$ cat src/hdl/jmbd_pkg.sv
`timescale 1ns / 1ps
// ----------------------------------------------------------------------------
// jmbd_pkg
// shared widths and constants of the median jet background density unit
// ----------------------------------------------------------------------------
package jmbd_pkg;

  localparam int MAX_JETS_DEF = 1024;
  localparam int MOM_W        = 20;
  localparam int AREA_W       = 16;
  localparam int RHO_W        = 20;
  localparam int CNT_OUT_W    = 11;
  localparam int EXCL_W       = 2;
  localparam int FRAC_SHIFT   = 12;
  // nonnegative momentum magnitude bits, shifted up by the area fraction
  localparam int DIV_W        = MOM_W - 1 + FRAC_SHIFT;
  localparam logic [RHO_W-1:0] RHO_MAX = {RHO_W{1'b1}};

endpackage

$ cat src/hdl/jmbd_div.sv
`timescale 1ns / 1ps
// ----------------------------------------------------------------------------
// jmbd_div
// restoring divider, one quotient bit per cycle
// ----------------------------------------------------------------------------
module jmbd_div (
  input  logic                         clk,
  input  logic                         rst_n,
  input  logic                         start,
  input  logic [jmbd_pkg::DIV_W-1:0]   dividend,
  input  logic [jmbd_pkg::AREA_W-1:0]  divisor,
  output logic                         done,
  output logic [jmbd_pkg::DIV_W-1:0]   quotient
);

  localparam int SW = $clog2(jmbd_pkg::DIV_W);

  logic                          run_r;
  logic                          done_r;
  logic [SW-1:0]                 step_r;
  logic [jmbd_pkg::AREA_W-1:0]   rem_r;
  logic [jmbd_pkg::DIV_W-1:0]    quo_r;
  logic [jmbd_pkg::AREA_W-1:0]   dvs_r;
  logic [jmbd_pkg::AREA_W:0]     trial;
  logic [jmbd_pkg::AREA_W:0]     diff;
  logic                          ge;

  assign trial = {rem_r, quo_r[jmbd_pkg::DIV_W-1]};
  assign diff  = trial - {1'b0, dvs_r};
  assign ge    = trial >= {1'b0, dvs_r};

  always_ff @(posedge clk) begin
    if (!rst_n) begin
      run_r  <= 1'b0;
      done_r <= 1'b0;
      step_r <= '0;
    end else begin
      done_r <= 1'b0;
      if (start) begin
        run_r  <= 1'b1;
        step_r <= '0;
      end else if (run_r) begin
        if (step_r == SW'(jmbd_pkg::DIV_W - 1)) begin
          run_r  <= 1'b0;
          done_r <= 1'b1;
        end
        step_r <= step_r + 1'b1;
      end
    end
  end

  always_ff @(posedge clk) begin
    if (start) begin
      rem_r <= '0;
      quo_r <= dividend;
      dvs_r <= divisor;
    end else if (run_r) begin
      rem_r <= ge ? diff[jmbd_pkg::AREA_W-1:0] : trial[jmbd_pkg::AREA_W-1:0];
      quo_r <= {quo_r[jmbd_pkg::DIV_W-2:0], ge};
    end
  end

  assign done     = done_r;
  assign quotient = quo_r;

endmodule
$ cat config.mk
export PLATFORM = sky130hd
export DESIGN_NAME = jmbd_div
export DESIGN_NICKNAME = d
export VERILOG_FILES = /design/src/hdl/jmbd_pkg.sv /design/src/hdl/jmbd_div.sv
export SDC_FILE = /design/constraint.sdc
export NUM_CORES = 1
export LEC_CHECK = 0
export BUFFER_PORTS_ARGS = -buffer_cell sky130_fd_sc_hd__buf_2
export CORE_ASPECT_RATIO = 0.8
export CORE_MARGIN = 2
export CORE_UTILIZATION = 25
export DETAILED_ROUTE_END_ITERATION = 7
export GPL_ROUTABILITY_DRIVEN = 0
export PLACE_DENSITY = 0.4
export SLEW_MARGIN = 20
export SYNTH_ARGS = -nofsm -noshare
export SYNTH_HDL_FRONTEND = slang
export SYNTH_SLANG_ARGS = --single-unit
$ cat constraint.sdc
create_clock -name clk -period 2.1 [get_ports clk]
set_input_delay 0.42 -clock clk [delete_from_list [all_inputs] [get_ports clk]]
set_output_delay 0.42 -clock clk [all_outputs]
set_load 0.005 [all_outputs]
==> summary.md, run 1 <==
| Metric | Value |
|---|---|
| Mean Syn Cell Area | `11.1 sq um` |
| Placed insts | `about 670` |
| Hold Crit Class | `input port to flop` |
| Hold Path End | `dvs_r[3]` |
| CP required | `roughly 2300 ps` |
| Die ar. | `0.0162 sq mm` |
| DR iter-0 viols | `168` |
| Die Y | `about 110 um` |
| Failing checks | `setup timing` |
| Logic gate share of total power | `a little under a quarter` |
| Min cycle time layout | `between 2000 and 2500 ps` |
| Status | `finished with violations` |
| Clock Latency Late Sink | `340 ps` |
| RSZ-0062 raised after global routing | `true` |
| Initial antenna violation count | `0` |
| GRT Overall Usage | `between 10% and 20%` |
| CP Capture Type | `flop` |
| Max-cap check violation count | `0` |
| Vias in the first global route | `roughly 3300` |
| Final core occ | `37.8%` |
| Cell leakage power | `~0.0024 uW` |
| Synth cell types | `60` |
| Layout cells sized above 1 | `between 50% and 60%` |
| Post-detailed-placement half-perimeter wirelength | `roughly 7400 um` |
| Worst Max-Slew Pin Slew | `about 560 ps` |
| CP Cell Sequence | `inv_2 -> ha_4 -> buf_6 -> nand2_4 -> or3_4 -> o211ai_1 -> buf_4 -> o31ai_4 -> buf_4 -> a41o_1 -> a31o_2` |
| FFs w/ async S/R, synth | `0%` |
| Vias | `between 3000 and 4000` |
| GRT Residual Overflow | `0` |
| ANT nets after route | `0` |
| CTS H-Tree Depth | `3` |
| Cells after Synth | `between 300 and 400` |
| Port buffer count | `81` |
| Peak fanout along the critical path | `6` |
| Synth Register Bits | `70` |
| Fmax achieved | `0.429 GHz` |
| Crit Path Class | `flop to flop` |
| Synth warn | `0` |
| Drt total wl | `between 10000 and 15000 um` |
| CTS Sinks | `70` |
| Sequential cell area fraction in the yosys report | `49.3%` |
| Post-route clock period utilization | `111%` |
| Cts-stage hold buffer count | `0` |
| Pre-CTS setup slack | `-325 ps` |
| Root Driver | `clkbuf_16` |
| Via density per instance | `roughly 4.6` |
| Max-slew violations | `0` |
| CP max stage cell | `or3_4` |
| Startpoint Class | `flop` |
| CP dominant cell by count | `buf_4` |
| Reg2Reg Depth | `11` |
| Clock buffer depth | `2` |
| Final hold violations | `0` |
| Final Setup Violations | `17` |
| Area Growth Syn to Fin | `48.6%` |
| Most frequent cells in the layout | `buf_2, buf_4, edfxtp_1` |
| Fin cells | `694` |
| Power share of the clock group | `a little under two fifths` |
| R2r setup slk | `-230 ps` |
| Core Rows | `40` |
| Total CTS buffers | `9` |
| Worst Setup Slack, final | `-230 ps` |
| Main synth FF type | `edfxtp_1` |
| Num ports | `82` |
| Post-synth net total | `about 410` |
| First-pass GRT wire length | `~17000 um` |
| Hold wc startpoint | `divisor[3]` |
| Worst Clk Skew | `7.37 ps` |
| Largest net degree at the start of global routing | `39` |
| First drt pass iteration count | `4` |
| Starting Density | `about a quarter` |
| P_sw | `about 1100 uW` |
| Worst path arrival time | `between 2000 and 3000 ps` |
| R2R Path Start | `dvs_r[6]` |
| Clock tree from TritonCTS | `yes` |
| Pwr/cell area | `about 760 mW/mm^2` |
| Slew headroom | `a little over three fifths` |
| N_diodes | `0` |
| Switching share of power | `between 20% and 30%` |
| Drc violations | `0` |
| Wire per inst | `~16 um` |
| Commonest non-fill, non-tap cell in the layout | `buf_2` |
| Cell Area, Synth | `0.00379 sq mm` |
| Number of synthesized flops with an enable pin | `47` |
| Final net count | `roughly 570` |
| Core area | `about 0.015 sq mm` |
| Worst-path clk slew | `60 ps` |
| FF-to-FF End | `rem_r[10]` |
| CP max stage delay | `370 ps` |
| Pint | `about 3200 uW` |
| # fillers | `about 1500` |
| Die Wd | `142 um` |
| Max IR drop VDD | `approximately 0.31 mV` |
| Sequential Power Share | `a little under 40%` |
| Hold Crit Depth | `1` |
-- power groups by stage --
stage | clock network [uW] | registers (uW) | logic [uW]
6_report | 1640 | 1660 | 1000
3_3_place_gp | 0 | 1680 | 858
2_1_floorplan | 0 | 1690 | 461
5_1_grt | 1740 | 1680 | 1100
4_1_cts | 1700 | 1660 | 963
3_5_place_dp | 0 | 1680 | 855
-- state kept, by name, summed over array words and instances (netlist names) --
name,cells
quotient,31
dvs_r,16
rem_r,16
step_r,5
done,1
run_r,1
-- through the flow --
stage | power, uW | cell area [sq um] | hold WS, ps | setup TNS, ps
final | 4300 | 5640 | 251 | -2690
after global routing | 4520 | 5640 | 238 | -5040
after CTS | 4320 | 5540 | 233 | -2850
after detailed placement | 2540 | 4920 | 499 | -3880
after global placement | 2540 | 4920 | 501 | -3210
after floorplan | 2150 | 3830 | 465 | -796
-- cell usage after synthesis (3+ instances only) --
library cell   n  area (sq um)
a211oi_1       3          22.5
a21o_1         5          37.5
a21oi_1       16          80.1
a311oi_1       4          35.0
a311oi_2       3          45.0
and2_1         3          18.8
and3_1         5          31.3
buf_1          3          11.3
clkbuf_1       9          33.8
dfxtp_1       23           460
edfxtp_1      47          1410
ha_1          18           225
inv_1         23          86.3
mux2_2        30           338
nand2_1       24          90.1
nand2_2        3          18.8
nand3_1        7          35.0
nand4_1        4          25.0
nor2_1        25          93.8
nor2b_1        3          18.8
nor3_1         6          30.0
o211ai_1       3          22.5
o21a_1         6          45.0
o21ai_0       10          50.1
o311ai_0       3          26.3
o31ai_1        3          22.5
or4_1          3          22.5
xnor2_1        6          52.6
xor2_1         5          43.8
-- cell type report --
cell class	count	area [sq um]	area share, %
timing repair buffer	164	1080	19.1
tap	189	236	4.19
clock inverter	3	68.8	1.22
multi-input combinational	232	2060	36.5
sequential	70	1870	33.2
clock buffer	13	240	4.26
inverter	23	86.3	1.53
-- critical path: cells and delay by family, from the launching register on --
kind | cells | cell delay, ps
AO/OA/AOI/OAI | 4 | 700
flip-flops | 1 | 340
adder cells (fa/ha/maj) | 1 | 270
buffers and inverters | 4 | 500
AND/OR/NAND/NOR | 2 | 410
-- worst max path at each step --
stage / endpoint / cells past startpoint / from
after CTS: rem_r[7] / 10 / dvs_r[6]
after global routing: rem_r[7] / 10 / dvs_r[6]
final: rem_r[10] / 11 / dvs_r[6]
after floorplan: rem_r[6] / 9 / dvs_r[1]
after global placement: rem_r[14] / 11 / quotient[30]
after detailed placement: rem_r[7] / 9 / dvs_r[8]
-- layer usage --
layer	track usage, %	vias up	wire [um]	part of all wire [%]
li1	-	1590	-	-
met1	18.7	1536	5310	49
met2	22.7	39	4990	46
met3	3.09	13	278	2.6
met4	4.67	0	178	1.7
met5	0	-	0	0
-- logic make-up (layout without fill, tap and decap cells) --
kind of cell | count (synthesis) | after routing | share of synthesized area [%]
simple gates | 93 | 93 | 12.2
compound gates | 77 | 77 | 15.3
flops | 70 | 70 | 49.3
buf+inv | 40 | 203 | 4.75
mux | 32 | 32 | 9.43
fa+ha+maj | 19 | 19 | 6.46
xor+xnor | 11 | 11 | 2.54
-- repair_timing --
item | 4_1_cts | 5_1_grt
endpoints found under the setup margin | 17 | 17
pin swaps | 18 | 12
gates resized for setup | 44 | 19
buffers inserted | 9 | 5
gates cloned | 1 | 0
Note: power is estimated with default switching activity, not from simulation.
==> run 2, diff against run 1 <==
--- a/config.mk
+++ b/config.mk
@@ -5,14 +5,15 @@
 export SDC_FILE = /design/constraint.sdc
 export NUM_CORES = 1
 export LEC_CHECK = 0
-export BUFFER_PORTS_ARGS = -buffer_cell sky130_fd_sc_hd__buf_2
 export CORE_ASPECT_RATIO = 0.8
 export CORE_MARGIN = 2
 export CORE_UTILIZATION = 25
 export DETAILED_ROUTE_END_ITERATION = 7
+export DONT_BUFFER_PORTS = 1
 export GPL_ROUTABILITY_DRIVEN = 0
-export PLACE_DENSITY = 0.4
+export PLACE_DENSITY = 0.36
 export SLEW_MARGIN = 20
 export SYNTH_ARGS = -nofsm -noshare
 export SYNTH_HDL_FRONTEND = slang
 export SYNTH_SLANG_ARGS = --single-unit
+export TNS_END_PERCENT = 20
==> summary.md, run 2 (same netlist as run 1, synthesis figures left out) <==
| Metric | Value |
|---|---|
| Status | `finished with violations` |
| Failing checks | `setup timing` |
| Startpoint Class | `flop` |
| Reg2Reg Depth | `10` |
| First-pass GRT wire length | `around 16000 um` |
| Core Rows | `40` |
| CP max stage delay | `360 ps` |
| Core area | `0.0149 sq mm` |
| Die ar. | `approximately 0.016 sq mm` |
| ANT nets after route | `0` |
| Fin cells | `slightly above 600` |
| Wire per inst | `about 17 um` |
| Max IR drop VDD | `between 0.3 and 0.4 mV` |
| GRT Residual Overflow | `0` |
| Final core occ | `between 30 and 40%` |
| R2r setup slk | `-260 ps` |
| Layout cells sized above 1 | `between 40% and 50%` |
| Vias | `between 2000 and 3000` |
| Most frequent cells in the layout | `buf_4, edfxtp_1, mux2_2` |
| Hold Path End | `rem_r[5]` |
| Largest net degree at the start of global routing | `65` |
| Min cycle time layout | `between 2000 and 2500 ps` |
| FF-to-FF End | `rem_r[14]` |
| Final net count | `between 400 and 500` |
| CTS Sinks | `70` |
| Drc violations | `0` |
| CP required | `between 2000 and 2500 ps` |
| Worst Clk Skew | `about 10 ps` |
| Worst Max-Slew Pin Slew | `498 ps` |
| Post-detailed-placement half-perimeter wirelength | `roughly 7400 um` |
| Clock tree from TritonCTS | `yes` |
| Max FFs per register | `31` |
| Drt total wl | `around 10000 um` |
| # fillers | `roughly 1500` |
| Placed insts | `between 500 and 600` |
| Via density per instance | `roughly 4.7` |
| Hold wc startpoint | `start` |
| Peak fanout along the critical path | `3` |
| Area Growth Syn to Fin | `36.0%` |
| CP Cell Sequence | `inv_1 -> ha_4 -> buf_4 -> buf_4 -> a21oi_1 -> o21ai_1 -> nor4_2 -> a21oi_1 -> xor2_1 -> a311o_1` |
| Starting Density | `between 20% and 30%` |
| Vias in the first global route | `between 2000 and 3000` |
| First drt pass iteration count | `4` |
| Worst path arrival time | `roughly 2600 ps` |
| Clock buffer depth | `2` |
| N_diodes | `0` |
| Commonest non-fill, non-tap cell in the layout | `buf_4` |
| Final hold violations | `0` |
| Final Setup Violations | `17` |
| Root Driver | `clkbuf_16` |
| Worst Setup Slack, final | `-264 ps` |
| Reg area | `about 0.0019 sq mm` |
| Clock Latency Late Sink | `about 340 ps` |
| WP buf/inv | `3` |
| GRT Overall Usage | `13.2%` |
| Die Y | `114 um` |
| Fmax achieved | `roughly 0.42 GHz` |
| Max-cap check violation count | `0` |
| Num ports | `about 80` |
| RSZ-0062 raised after global routing | `true` |
| Crit Path Class | `flop to flop` |
| Cell leakage power | `roughly 0.0021 uW` |
| R2R Path Start | `dvs_r[9]` |
| Post-route clock period utilization | `113%` |
| Slew headroom | `66.7%` |
| Crit-path leading delay family | `compound AO/OA/AOI/OAI gates` |
| Hold Crit Depth | `1` |
| Hold Crit Class | `input port to flop` |
| Total CTS buffers | `9` |
| Initial antenna violation count | `0` |
| Die Wd | `roughly 140 um` |
| DR iter-0 viols | `approximately 160` |
| CP max stage cell | `nor4_2` |
| CTS H-Tree Depth | `3` |
| Max-slew violations | `0` |
| Area of the multi-input gates | `between 0.0015 and 0.002 sq mm` |
| Pwr/cell area | `between 800 and 900 mW/mm^2` |
| Worst-path clk slew | `around 60 ps` |
| CP Capture Type | `flop` |
| Port buffer count | `0` |
| Cts-stage hold buffer count | `0` |
[run 2: cell types whose count changed in the layout (fill, tap and decap cells not counted), moves of 2 or more]
cell / before / now
a21oi_1: 9 / 12
a21oi_4: 4 / 1
buf_2: 81 / 0
buf_4: 74 / 76
buf_6: 7 / 3
clkbuf_1: 4 / 0
ha_1: 9 / 7
nor4_1: 2 / 0
nor4_2: 0 / 2
o31ai_2: 0 / 2
o31ai_4: 2 / 0
[run 2: layout make-up]
type / instances / area share [%]
multi-input combinational: 232 / 38.7
sequential: 70 / 36.3
timing repair buffer: 80 / 12.1
clock buffer: 10 / 4.85
tap: 189 / 4.58
clock inverter: 6 / 1.77
inverter: 23 / 1.67
[run 2: layer usage]
metal,up-vias,routed length (um),GRT usage [%]
li1,1428,-,-
met1,1360,5230,18.7
met2,52,4640,19.5
met3,9,457,4.02
met4,0,114,3.53
met5,-,0,0
[run 2: worst max path at each step]
stage                     depth (start not counted)      start  slack (ps)        end
final                                            10   dvs_r[9]        -260  rem_r[14]
after global routing                             10   dvs_r[9]        -340  rem_r[14]
after CTS                                         9   dvs_r[7]        -320  rem_r[11]
after detailed placement                          9  dvs_r[10]        -370   rem_r[4]
after global placement                            9  dvs_r[10]        -310   rem_r[5]
after floorplan                                   9   dvs_r[1]        -140   rem_r[6]
[run 2: repair_timing]
action | in CTS | in global routing
pin swaps | 15 | 17
gates resized for setup | 19 | 31
buffers inserted | 3 | 4
setup endpoints to repair | 17 | 17
[run 2: worst reg2reg max path: stages (launching register included)]
cell and delay (ps):
edfxtp_1 350, inv_1 100, ha_4 220, buf_4 140
buf_4 130, a21oi_1 180, o21ai_1 180, nor4_2 360
a21oi_1 140, xor2_1 160, a311o_1 300
[run 2: power by group]
part	leakage, uW	switching [uW]	internal (uW)
combinational	0.00123	391	436
clock	0.000168	628	1120
sequential	0.000657	82.2	1610
[run 2: metrics by stage]
stage | TNS (ps) | hold slack [ps] | cell area, sq um | worst slack [ps] | power (uW)
floorplan | -1140 | 465 | 3800 | -136 | 2130
global placement | -4300 | 501 | 4510 | -311 | 2440
detailed placement | -5310 | 494 | 4510 | -374 | 2430
CTS | -4330 | 135 | 4980 | -318 | 4280
global route | -4550 | 129 | 5160 | -337 | 4480
finish | -2480 | 157 | 5160 | -264 | 4260
==> run 3, diff against run 2 <==
--- a/config.mk
+++ b/config.mk
@@ -11,7 +11,7 @@
 export DETAILED_ROUTE_END_ITERATION = 7
 export DONT_BUFFER_PORTS = 1
 export GPL_ROUTABILITY_DRIVEN = 0
-export PLACE_DENSITY = 0.36
+export PLACE_DENSITY = 0.34
 export SLEW_MARGIN = 20
 export SYNTH_ARGS = -nofsm -noshare
 export SYNTH_HDL_FRONTEND = slang
==> constraint.sdc (replaced) <==
create_clock -name clk -period 2.3 [get_ports clk]
set_input_delay 0.46 -clock clk [delete_from_list [all_inputs] [get_ports clk]]
set_output_delay 0.46 -clock clk [all_outputs]
set_load 0.005 [all_outputs]
==> summary.md, run 3 (same netlist as run 1, synthesis figures left out) <==
| Metric | Value |
|---|---|
| First drt pass iteration count | `4` |
| Pwr/cell area | `approximately 760 mW/mm^2` |
| Fmax achieved | `between 0.4 and 0.5 GHz` |
| Vias | `approximately 2800` |
| Die ar. | `about 0.016 sq mm` |
| Drt total wl | `10000 um` |
| Worst Setup Slack, final | `-50.4 ps` |
| Logic gate share of total power | `18.5%` |
| Via density per instance | `about 4.7` |
| Total CTS buffers | `9` |
| Die Y | `between 100 and 150 um` |
| Reg2Reg Depth | `10` |
| Failing checks | `setup timing` |
| Status | `finished with violations` |
| Final hold violations | `0` |
| Sequential Power Share | `40.6%` |
| Worst Max-Slew Pin Slew | `about 460 ps` |
| Hold Crit Depth | `0` |
| GRT Residual Overflow | `0` |
| ANT nets after route | `0` |
| Commonest non-fill, non-tap cell in the layout | `buf_4` |
| Core area | `about 0.015 sq mm` |
| Design Area, Final | `~0.005 sq mm` |
| Startpoint Class | `flop` |
| Peak fanout along the critical path | `5` |
| DR iter-0 viols | `roughly 140` |
| Slew headroom | `between 60% and 70%` |
| Final setup TNS | `-90.7 ps` |
| P_sw | `between 900 and 1000 uW` |
| Hold Crit Class | `input port to flop` |
| Die Wd | `~140 um` |
| Final Setup Violations | `4` |
| Root Driver | `clkbuf_16` |
| Worst-path clk slew | `about 60 ps` |
| Max IR drop VDD | `roughly 0.33 mV` |
| Placed inst area | `0.00435 sq mm` |
| Largest net degree at the start of global routing | `65` |
| Max FFs per register | `31` |
| Max-slew violations | `0` |
| Vias in the first global route | `a little under 3000` |
| Post-route clock period utilization | `102%` |
| CTS Sinks | `70` |
| Final net count | `between 400 and 500` |
| Post-detailed-placement half-perimeter wirelength | `between 6000 and 7000 um` |
| GRT Overall Usage | `12.9%` |
| Max-cap check violation count | `0` |
| Clock tree from TritonCTS | `yes` |
| Most frequent cells in the layout | `buf_4, edfxtp_1, mux2_2` |
| Area Growth Syn to Fin | `31.2%` |
| CP Capture Type | `flop` |
| Min cycle time layout | `between 2000 and 2500 ps` |
| Port buffer count | `0` |
| Clock buffer depth | `2` |
| Worst path arrival time | `between 2000 and 3000 ps` |
| RSZ-0062 raised after global routing | `true` |
| Layout cells sized above 1 | `37.6%` |
| Clock Latency Late Sink | `roughly 340 ps` |
| Drc violations | `0` |
| Reg area | `between 0.0015 and 0.002 sq mm` |
| N_diodes | `0` |
| Num ports | `between 80 and 90` |
| Cell leakage power | `a little under 0.002 uW` |
| Pint | `about 2800 uW` |
| Power share of the clock group | `just over 40%` |
| CP required | `roughly 2500 ps` |
| Starting Density | `roughly a quarter` |
| Area of the multi-input gates | `0.00196 sq mm` |
| Final core occ | `33.4%` |
| Initial antenna violation count | `0` |
| Switching share of power | `between 20 and 30%` |
| Worst Clk Skew | `between 6 and 7 ps` |
| Wire per inst | `~17 um` |
| Core Rows | `40` |
| # fillers | `~1500` |
| CTS H-Tree Depth | `3` |
| First-pass GRT wire length | `15900 um` |
| Crit Path Class | `flop to flop` |
-- run 3: cell types whose count changed in the layout (fill, tap and decap cells not counted), sizes merged --
| cell | delta |
|---|---|
| buf | -22 |
| inv | -1 |
| clkbuf | +1 |
-- run 3: layout make-up --
class	count	area share, %
Multi-Input combinational cell	232	39.4
Sequential cell	70	37.6
Timing Repair Buffer	58	9.95
Clock buffer	11	4.88
Tap cell	189	4.75
Inverter	23	1.73
Clock inverter	5	1.66
-- run 3: final timing paths --
check | start | end | slack, ps
hold reg to reg | step_r[4] | done | 500
setup reg to reg | dvs_r[6] | rem_r[1] | -50
setup / recovery | dvs_r[6] | rem_r[1] | -50
hold / removal | divisor[8] | dvs_r[8] | 210
-- run 3: metal layers --
layer  GRT usage (%)  vias up  routed length [um]
met5               0        -                   0
met1            17.8     1353                4960
met4            3.47        0                 137
li1                -     1380                   -
met2            19.1       46                4540
met3            4.52        9                 380
-- run 3: power groups by stage --
stage,logic [uW],clock network [uW],registers (uW)
final,703,1550,1540
after global routing,782,1650,1550
after CTS,683,1610,1540
after detailed placement,603,0,1560
after global placement,605,0,1570
after floorplan,402,0,1540
-- run 3: repair_timing --
| action | 4_1_cts | 5_1_grt |
|---|---|---|
| cloned | 1 | 0 |
| pin swaps | 10 | 13 |
| buffers inserted | 6 | 0 |
| hold buffers | 0 | 0 |
| resized for setup | 31 | 17 |
| setup endpoints to repair | 17 | 17 |
-- run 3: stage by stage --
stage	worst slack [ps]	hold slack [ps]	total power [uW]	cells
3_5_place_dp	-203	500	2170	565
2_1_floorplan	38.4	465	1940	342
5_1_grt	-111	177	3990	588
6_report	-50.4	213	3790	588
3_3_place_gp	-239	498	2170	565
4_1_cts	-31.1	181	3840	588
-- run 3: critical path: stages (launching register included) --
cell	delay, ps
edfxtp_1	340
inv_2	50
ha_4	280
buf_6	100
nand2_4	50
or3_4	390
o211ai_1	260
o31ai_1	120
buf_4	170
or4_1	390
o311ai_1	80
